### src/rtl/core/civil_datetime_to_epoch_ms_macros.svh
// Assertion macros shared by the date and time to epoch conversion block.
`ifndef CIVIL_DATETIME_TO_EPOCH_MS_MACROS_SVH
`define CIVIL_DATETIME_TO_EPOCH_MS_MACROS_SVH

// Same-cycle implication, sampled on i_clk and quiet while i_rst_n is low.
`define CDTE_ASSERT(label, ante, cons, msg) \
    label: assert property (@(posedge i_clk) disable iff (!i_rst_n) (ante) |-> (cons)) \
        else $error(msg);

// Next-cycle implication, sampled on i_clk and quiet while i_rst_n is low.
`define CDTE_ASSERT_NEXT(label, ante, cons, msg) \
    label: assert property (@(posedge i_clk) disable iff (!i_rst_n) (ante) |=> (cons)) \
        else $error(msg);

`endif

### src/rtl/core/cdte_pkg.sv
// Shared widths, constants, tables and types for the date and time to epoch conversion.
package cdte_pkg;

    // Field widths.
    localparam int YEAR_W  = 14;
    localparam int FIELD_W = 7;
    localparam int EPOCH_W = 49;
    localparam int DAYS_W  = 23;
    localparam int SOD_W   = 19;
    localparam int SECS_W  = 40;
    localparam int PROD_W  = 26;

    // Calendar and clock limits.
    localparam logic [YEAR_W-1:0]  YEAR_MAX   = 14'd9999;
    localparam logic [FIELD_W-1:0] MONTH_MAX  = 7'd12;
    localparam logic [FIELD_W-1:0] HOUR_MAX   = 7'd23;
    localparam logic [FIELD_W-1:0] MINUTE_MAX = 7'd59;
    localparam logic [FIELD_W-1:0] SECOND_MAX = 7'd60;
    localparam logic [FIELD_W-1:0] FEB        = 7'd2;

    // Years are biased by one era so the day count stays unsigned until the end.
    localparam logic [14:0] YEAR_BIAS = 15'd400;

    // Floor division by 25 as a multiply by 5243 and a shift by 17.
    localparam logic [12:0] RECIP_25    = 13'd5243;
    localparam int          RECIP_SHIFT = 17;

    // Epoch offset of the day count: 719468 plus one era (146097) plus one
    // for the day of month counting from 1.
    localparam logic signed [24:0] DAY_OFFSET = 25'sd865566;

    // Seconds per unit.
    localparam logic [SOD_W-1:0]         SECS_PER_HOUR = 19'd3600;
    localparam logic [SOD_W-1:0]         SECS_PER_MIN  = 19'd60;
    localparam logic signed [SECS_W-1:0] SECS_PER_DAY  = 40'sd86400;

    // Range of a valid result.
    localparam logic signed [EPOCH_W-1:0] EPOCH_MIN_MS = -49'sd62167219200000;
    localparam logic signed [EPOCH_W-1:0] EPOCH_MAX_MS = 49'sd253402300800000;

    // Result of the calendar stage.
    typedef struct packed {
        logic                     ok;
        logic signed [DAYS_W-1:0] days;
    } t_date_res;

    // Length of a month in a common year.
    function automatic logic [4:0] month_len(input logic [3:0] m);
        logic [4:0] len;
        unique case (m)
            4'd1, 4'd3, 4'd5, 4'd7, 4'd8, 4'd10, 4'd12: len = 5'd31;
            4'd4, 4'd6, 4'd9, 4'd11:                    len = 5'd30;
            4'd2:                                       len = 5'd28;
            default:                                    len = 5'd0;
        endcase
        return len;
    endfunction

    // Days from the first of March to the first of the month (March-based year).
    function automatic logic [8:0] month_start(input logic [3:0] m);
        logic [8:0] doy;
        unique case (m)
            4'd3:    doy = 9'd0;
            4'd4:    doy = 9'd31;
            4'd5:    doy = 9'd61;
            4'd6:    doy = 9'd92;
            4'd7:    doy = 9'd122;
            4'd8:    doy = 9'd153;
            4'd9:    doy = 9'd184;
            4'd10:   doy = 9'd214;
            4'd11:   doy = 9'd245;
            4'd12:   doy = 9'd275;
            4'd1:    doy = 9'd306;
            4'd2:    doy = 9'd337;
            default: doy = 9'd0;
        endcase
        return doy;
    endfunction

endpackage

### src/rtl/core/cdte_days.sv
// Two-stage calendar check and day count since the Unix epoch.
module cdte_days (
    input  logic                            i_clk,
    input  logic                            i_en,
    input  logic [cdte_pkg::YEAR_W-1:0]     i_year,
    input  logic [cdte_pkg::FIELD_W-1:0]    i_month,
    input  logic [cdte_pkg::FIELD_W-1:0]    i_day,
    output cdte_pkg::t_date_res             o_res
);
    import cdte_pkg::*;

    // Stage A registers.
    logic [PROD_W-1:0]  r_yr_prod_a;
    logic [PROD_W-1:0]  r_y_prod_a;
    logic [YEAR_W-1:0]  r_year_a;
    logic [14:0]        r_y_a;
    logic [FIELD_W-1:0] r_day_a;
    logic [4:0]         r_mlen_a;
    logic [8:0]         r_doy_a;
    logic               r_feb_a;
    logic               r_mon_ok_a;
    logic               r_year_ok_a;

    // Stage A next values.
    logic               n_early;
    logic [14:0]        n_y;
    logic               n_mon_ok;
    logic [3:0]         n_mon_idx;

    // Stage B logic.
    logic [7:0]         yq;
    logic               cent;
    logic               leap;
    logic [4:0]         lim;
    logic               date_ok;
    logic [8:0]         yc;
    logic [23:0]        sum_u;
    logic signed [24:0] days_w;
    t_date_res          r_res;

    // Stage A: shift the year to start in March and start both divisions by 100.
    always_comb begin
        n_early   = (i_month <= FEB);
        n_y       = 15'(i_year) + YEAR_BIAS - 15'(n_early);
        n_mon_ok  = (i_month != '0) && (i_month <= MONTH_MAX);
        n_mon_idx = n_mon_ok ? i_month[3:0] : 4'd0;
    end

    always_ff @(posedge i_clk) begin
        if (i_en) begin
            r_yr_prod_a <= PROD_W'(i_year[YEAR_W-1:2]) * PROD_W'(RECIP_25);
            r_y_prod_a  <= PROD_W'(n_y[14:2]) * PROD_W'(RECIP_25);
            r_year_a    <= i_year;
            r_y_a       <= n_y;
            r_day_a     <= i_day;
            r_mlen_a    <= month_len(n_mon_idx);
            r_doy_a     <= month_start(n_mon_idx);
            r_feb_a     <= (i_month == FEB);
            r_mon_ok_a  <= n_mon_ok;
            r_year_ok_a <= (i_year <= YEAR_MAX);
        end
    end

    // Stage B: leap rule, day range check and the day count.
    always_comb begin
        yq      = r_yr_prod_a[RECIP_SHIFT+7:RECIP_SHIFT];
        cent    = (r_year_a == (YEAR_W'(yq) * 14'd100));
        leap    = ((r_year_a[1:0] == 2'd0) && !cent) || (cent && (yq[1:0] == 2'd0));
        lim     = (r_feb_a && leap) ? 5'd29 : r_mlen_a;
        date_ok = r_year_ok_a && r_mon_ok_a && (r_day_a != '0)
                  && (r_day_a <= FIELD_W'(lim));
        yc      = r_y_prod_a[RECIP_SHIFT+8:RECIP_SHIFT];
        sum_u   = 24'(r_y_a) * 24'd365 + 24'(r_y_a[14:2]) + 24'(yc[8:2])
                  + 24'(r_doy_a) + 24'(r_day_a) - 24'(yc);
        days_w  = $signed({1'b0, sum_u}) - DAY_OFFSET;
    end

    always_ff @(posedge i_clk) begin
        if (i_en) begin
            r_res.ok   <= date_ok;
            r_res.days <= days_w[DAYS_W-1:0];
        end
    end

    assign o_res = r_res;

endmodule

### src/rtl/core/civil_datetime_to_epoch_ms.sv
// Top level: checks a parsed date and time and converts it to Unix epoch milliseconds.
//
// Input channel: i_valid with the six fields i_year .. i_second; an item is taken
// at a clock edge where i_valid is high and o_stall is low.
// Output channel: o_valid with o_valid_res and o_epoch_ms; the item is taken at a
// clock edge where o_valid is high and i_stall is low.
// Each input item gives exactly one result item. o_valid_res is 1 when the date
// and clock fields all pass their checks; otherwise o_epoch_ms is zero.
// The accepting edge loads calendar stage A; the item then moves on through day
// count stage B, seconds multiply stage C and the millisecond output register D,
// which drives o_valid. Throughput is one item per cycle while the receiver
// does not stall; the four stages move together.
// When the receiver stalls with a result waiting, the whole pipeline holds and
// o_stall rises in the same cycle, so no item is lost or repeated. Bubbles move
// forward while the output is free.
// A synchronous active-low reset clears the stage valid bits; the pipeline is
// then empty and ready in the next cycle.
`include "civil_datetime_to_epoch_ms_macros.svh"

module civil_datetime_to_epoch_ms (
    input  logic                                 i_clk,
    input  logic                                 i_rst_n,
    input  logic                                 i_valid,
    output logic                                 o_stall,
    input  logic [cdte_pkg::YEAR_W-1:0]          i_year,
    input  logic [cdte_pkg::FIELD_W-1:0]         i_month,
    input  logic [cdte_pkg::FIELD_W-1:0]         i_day,
    input  logic [cdte_pkg::FIELD_W-1:0]         i_hour,
    input  logic [cdte_pkg::FIELD_W-1:0]         i_minute,
    input  logic [cdte_pkg::FIELD_W-1:0]         i_second,
    output logic                                 o_valid,
    input  logic                                 i_stall,
    output logic                                 o_valid_res,
    output logic signed [cdte_pkg::EPOCH_W-1:0]  o_epoch_ms
);
    import cdte_pkg::*;

    logic                      en;
    logic                      r_vld_a, r_vld_b, r_vld_c, r_vld_d;
    logic                      r_hms_ok_a, r_hms_ok_b;
    logic [SOD_W-1:0]          r_sod_a, r_sod_b;
    logic                      r_ok_c, r_ok_d;
    logic signed [SECS_W-1:0]  r_secs_c;
    logic signed [EPOCH_W-1:0] r_epoch_d;
    t_date_res                 date_res;
    logic [SOD_W-1:0]          n_sod;
    logic signed [SECS_W-1:0]  n_secs;
    logic signed [EPOCH_W:0]   ms_ext;
    logic signed [EPOCH_W:0]   n_ms;

    // The pipeline advances unless a finished item waits on a stalled receiver.
    assign en      = !(r_vld_d && i_stall);
    assign o_stall = !en;
    assign o_valid = r_vld_d;

    // Valid bits travel with the items.
    always_ff @(posedge i_clk) begin
        if (!i_rst_n) begin
            r_vld_a <= 1'b0;
            r_vld_b <= 1'b0;
            r_vld_c <= 1'b0;
            r_vld_d <= 1'b0;
        end else if (en) begin
            r_vld_a <= i_valid;
            r_vld_b <= r_vld_a;
            r_vld_c <= r_vld_b;
            r_vld_d <= r_vld_c;
        end
    end

    // Calendar check and day count over stages A and B.
    cdte_days u_days (
        .i_clk   (i_clk),
        .i_en    (en),
        .i_year  (i_year),
        .i_month (i_month),
        .i_day   (i_day),
        .o_res   (date_res)
    );

    // Stages A and B: clock field checks and the seconds of the day.
    assign n_sod = SOD_W'(i_hour) * SECS_PER_HOUR + SOD_W'(i_minute) * SECS_PER_MIN
                   + SOD_W'(i_second);

    always_ff @(posedge i_clk) begin
        if (en) begin
            r_hms_ok_a <= (i_hour <= HOUR_MAX) && (i_minute <= MINUTE_MAX)
                          && (i_second <= SECOND_MAX);
            r_sod_a    <= n_sod;
            r_hms_ok_b <= r_hms_ok_a;
            r_sod_b    <= r_sod_a;
        end
    end

    // Stage C: seconds since the epoch.
    assign n_secs = SECS_W'(date_res.days) * SECS_PER_DAY + $signed({21'd0, r_sod_b});

    always_ff @(posedge i_clk) begin
        if (en) begin
            r_ok_c   <= date_res.ok && r_hms_ok_b;
            r_secs_c <= n_secs;
        end
    end

    // Stage D: times 1000 as 1024 - 16 - 8, zero when a check failed.
    assign ms_ext = (EPOCH_W+1)'(r_secs_c);
    assign n_ms   = (ms_ext <<< 10) - (ms_ext <<< 4) - (ms_ext <<< 3);

    always_ff @(posedge i_clk) begin
        if (en) begin
            r_ok_d    <= r_ok_c;
            r_epoch_d <= r_ok_c ? n_ms[EPOCH_W-1:0] : '0;
        end
    end

    assign o_valid_res = r_ok_d;
    assign o_epoch_ms  = r_epoch_d;

    // Checks on the pipeline and its results.
    `CDTE_ASSERT(a_bad_gives_zero, o_valid && !o_valid_res, o_epoch_ms == '0, "failed item has nonzero epoch_ms")
    `CDTE_ASSERT(a_good_in_range, o_valid && o_valid_res, (o_epoch_ms >= EPOCH_MIN_MS) && (o_epoch_ms <= EPOCH_MAX_MS), "valid epoch_ms out of range")
    `CDTE_ASSERT(a_stall_backs_up, o_valid && i_stall, o_stall, "stalled output did not hold the pipeline")
    `CDTE_ASSERT_NEXT(a_accept_enters, i_valid && !o_stall, r_vld_a, "accepted item did not enter stage A")
    `CDTE_ASSERT_NEXT(a_hold_freezes, o_stall, $stable(r_vld_c) && $stable(r_ok_c) && $stable(r_secs_c), "stage C moved during a stall")

endmodule
### config.mk
export PLATFORM = sky130hd
export DESIGN_NAME = civil_datetime_to_epoch_ms
export DESIGN_NICKNAME = d
export VERILOG_FILES = /design/src/rtl/core/cdte_pkg.sv /design/src/rtl/core/cdte_days.sv /design/src/rtl/core/civil_datetime_to_epoch_ms.sv
export VERILOG_INCLUDE_DIRS = /design/src /design/src/rtl/core
export SDC_FILE = /design/constraint.sdc
export NUM_CORES = 2
export LEC_CHECK = 0
export BUFFER_PORTS_ARGS = -buffer_cell sky130_fd_sc_hd__buf_4
export CORE_ASPECT_RATIO = 1.4
export CORE_UTILIZATION = 45
export DETAILED_ROUTE_END_ITERATION = 12
export GPL_ROUTABILITY_DRIVEN = 0
export RECOVER_POWER = 100
export SETUP_SLACK_MARGIN = 0.5
export SYNTH_ARGS = -nofsm -noshare
export SYNTH_HDL_FRONTEND = slang
export SYNTH_HIERARCHICAL = 1
export SYNTH_SLANG_ARGS = --single-unit
### constraint.sdc
create_clock -name i_clk -period 12.3 [get_ports i_clk]
set_input_delay 2.46 -clock i_clk [delete_from_list [all_inputs] [get_ports i_clk]]
set_output_delay 2.46 -clock i_clk [all_outputs]
set_load 0.01 [all_outputs]
==> reports/qor.csv <==
stage;metric;value;unit
critical_path;reg2reg start;u_days/o_res[2]$_DFFE_PP_;
cts;hold_buf cts;0;
critical_path;CP Data Arrival Time;11.22;ns
critical_path;CP Data Required Time;12.61;ns
logic_synthesis;Cell variety after synth;94;
detailed_routing;DRC viols;0;
sta;min cycle time layout;10.91;ns
detailed_routing;final WL;61500;um
finish;share of cells above drive strength 1;0.0314;
cts;TritonCTS Buffers;25;
outcome;status;finished, violations left;
critical_path;crit path max fanout;9;
cts;clock root buffer;clkbuf_16;
floorplan;die area;68600;um2
logic_synthesis;Top FF cell, synth;edfxtp_1;
sta;Fin. Hold Viols;0;
sta;Fin Hold WS;0.413;ns
outcome;failing checks;max-capacitance violations, max-slew violations;
detailed_routing;Antenna Nets Post-Route;0;
sta;RSZ-0062 raised after global routing;no;
logic_synthesis;sequential area share after synthesis;0.220;
job;Max Cap Violations;4;
floorplan;core area;66700;um2
critical_path;CP Capture Type;register;
sta;Max Clock Skew;0.0131;ns
logic_synthesis;synthesized area per cell;10.2;um2
grt;number of global-route vias before repair;22509;
logic_synthesis;EDFF count, synth;220;
grt;number of antenna violations at the first check in global routing;1;
cts;Clock Pin Slew Worst Setup and Hold Paths;0.06;ns
floorplan;Starting Density;0.456;
cts;CTS resizes;0;
critical_path;Worst path slowest cell;a221oi_1;
grt;largest net degree at the start of global routing;74;
cts;clock sink count;224;
grt;first-pass GRT wire length;104000;um
detailed_routing;via count;20497;
logic_synthesis;post-synthesis cell area;30400;um2
finish;area grow syn2layout;7.03;%
critical_path;Setup crit start;i_month[5];
critical_path;Startpoint Class;input pin;
finish;NumNets Final;4022;
finish;most common cell after layout, fill and taps aside;inv_1;
grt;GRT Util Overall;0.185;
logic_synthesis;FF+latch count, synth;224;
floorplan;die height;310;um
finish;most frequent cells in the layout;inv_1, ha_1, fa_1;
cts;CTS tree;done;
worst_hold_path;Worst Hold Launch;r_sod_a[1]$_DFFE_PN_;
worst_hold_path;Hold Path Class;reg2reg;
placed_design;Port-buffer cells;101;
sta;max frequency;0.0917;GHz
sta;setup slack after layout;1.39;ns
detailed_routing;Initial DRC Count;802;
critical_path;CP peak stage delay;0.66;ns
critical_path;critical setup path kind;in2reg;
detailed_routing;Via density;5.20;
sta;fin crit share;0.887;
floorplan;row count;112;
placed_design;dpl hpwl;52700;um
logic_synthesis;Mapped Cells;2970;
floorplan;Die W;222;um
grt;grt total ovfl;0;
logic_synthesis;Yosys Warn Count;6;
finish;Ant. Diodes;0;
logic_synthesis;asr flop ratio synth;0;
sta;Slew HR;-1.49;
sta;final setup vio count;0;
cts;CTS max path bufs;3;
floorplan;Top Ports;105;
cts;worst-skew pair later-pin latency;0.57;ns
cts;H-Tree Depth;1;
sta;setup_tns;0;ns
sta;Pins Over Slew Limit;265;
detailed_routing;TritonRoute pass-1 iters;7;
cts;Setup Fix Bufs, Post-CTS;0;
sta;Worst-Margin Slew;3.73;ns
placed_design;pre-CTS WS;1.58;ns
detailed_routing;Avg WL per Cell;15.6;um
-- cells in the mapped netlist, drive strengths merged, types with 14 or more instances --
cell type | instances | area share
inv | 677 | 0.084
fa | 321 | 0.21
xor2 | 50 | 0.014
xnor2 | 144 | 0.042
a21oi | 165 | 0.028
o21ai | 86 | 0.015
ha | 576 | 0.24
a21o | 74 | 0.018
o21bai | 31 | 0.0077
and2 | 47 | 0.0097
a31oi | 21 | 0.0050
edfxtp | 220 | 0.22
nor2b | 18 | 0.0037
clkbuf | 24 | 0.0030
nand2b | 18 | 0.0037
o211ai | 14 | 0.0036
and3 | 16 | 0.0033
nor3 | 23 | 0.0038
nor2 | 95 | 0.012
nand4 | 20 | 0.0043
nand3 | 35 | 0.0059
nand2 | 109 | 0.013
-- cell families after synthesis --
family                     Yosys count  share of synthesized area
and+or+nand+nor                    440                     0.0755
xor gates and xnor gates           194                     0.0564
buffers and inverters              710                     0.0884
other                                1                   0.000123
muxes                                5                    0.00165
AOI/OAI and AO/OA                  499                      0.110
adders and majority gates          897                      0.448
DFF                                224                      0.220
-- per-layer routing --
layer	track usage	vias up	part of all wire
met4	0.0890	2	0.051
met2	0.388	334	0.57
met1	0.177	9899	0.36
li1	-	10094	-
met3	0.0171	168	0.024
met5	0	-	0.00028
-- area by class of cell --
type / count / area (um2)
tap: 855 / 1070
inverter: 677 / 2540
clock buffer: 29 / 641
fill: 6239 / 34200
multi-input combinational: 2038 / 20900
timing repair buffer: 106 / 529
sequential: 224 / 6690
clock inverter: 16 / 171
-- critical path, delay by kind of cell --
family                     cells  cell delay (ns)
and+or+nand+nor                3             0.74
buffers and inverters          6             0.37
adders and majority gates      9             3.59
xor gates and xnor gates       1             0.27
AOI/OAI and AO/OA             12             3.78
-- final timing paths --
| kind | to | slack [ns] | cells after the start |
|---|---|---|---|
| setup / recovery | u_days/r_y_prod_a[25]$_DFFE_PP_ | 1.39 | 31 |
| hold / removal | r_sod_b[1]$_DFFE_PN_ | 0.41 | 0 |
| setup reg to reg | r_secs_c[39]$_DFFE_PN_ | 5.73 | 18 |
| hold reg to reg | r_sod_b[1]$_DFFE_PN_ | 0.41 | 0 |
-- registers in the layout (all words and copies together) (netlist names), 3 cells and up --
| name | cells |
|---|---|
| u_days/r_y_a | 14 |
| r_sod_b | 19 |
| u_days/r_doy_a | 9 |
| r_sod_a | 19 |
| r_secs_c | 40 |
| o_epoch_ms | 46 |
| u_days/r_yr_prod_a | 8 |
| u_days/r_day_a | 7 |
| u_days/r_mlen_a | 3 |
| u_days/o_res | 24 |
| u_days/r_year_a | 14 |
| u_days/r_y_prod_a | 10 |
-- per-stage QoR --
stage,area [um2],std cells,util
global route,32500,3945,0.488
global placement,32100,3900,0.482
CTS,32900,3945,0.494
detailed placement,32100,3900,0.482
floorplan,30400,2972,-
finish,32500,3945,0.488
Power is left out: the tool's default activity adds up to more than one toggle a clock period on the data nets, which glitch-free logic cannot reach.
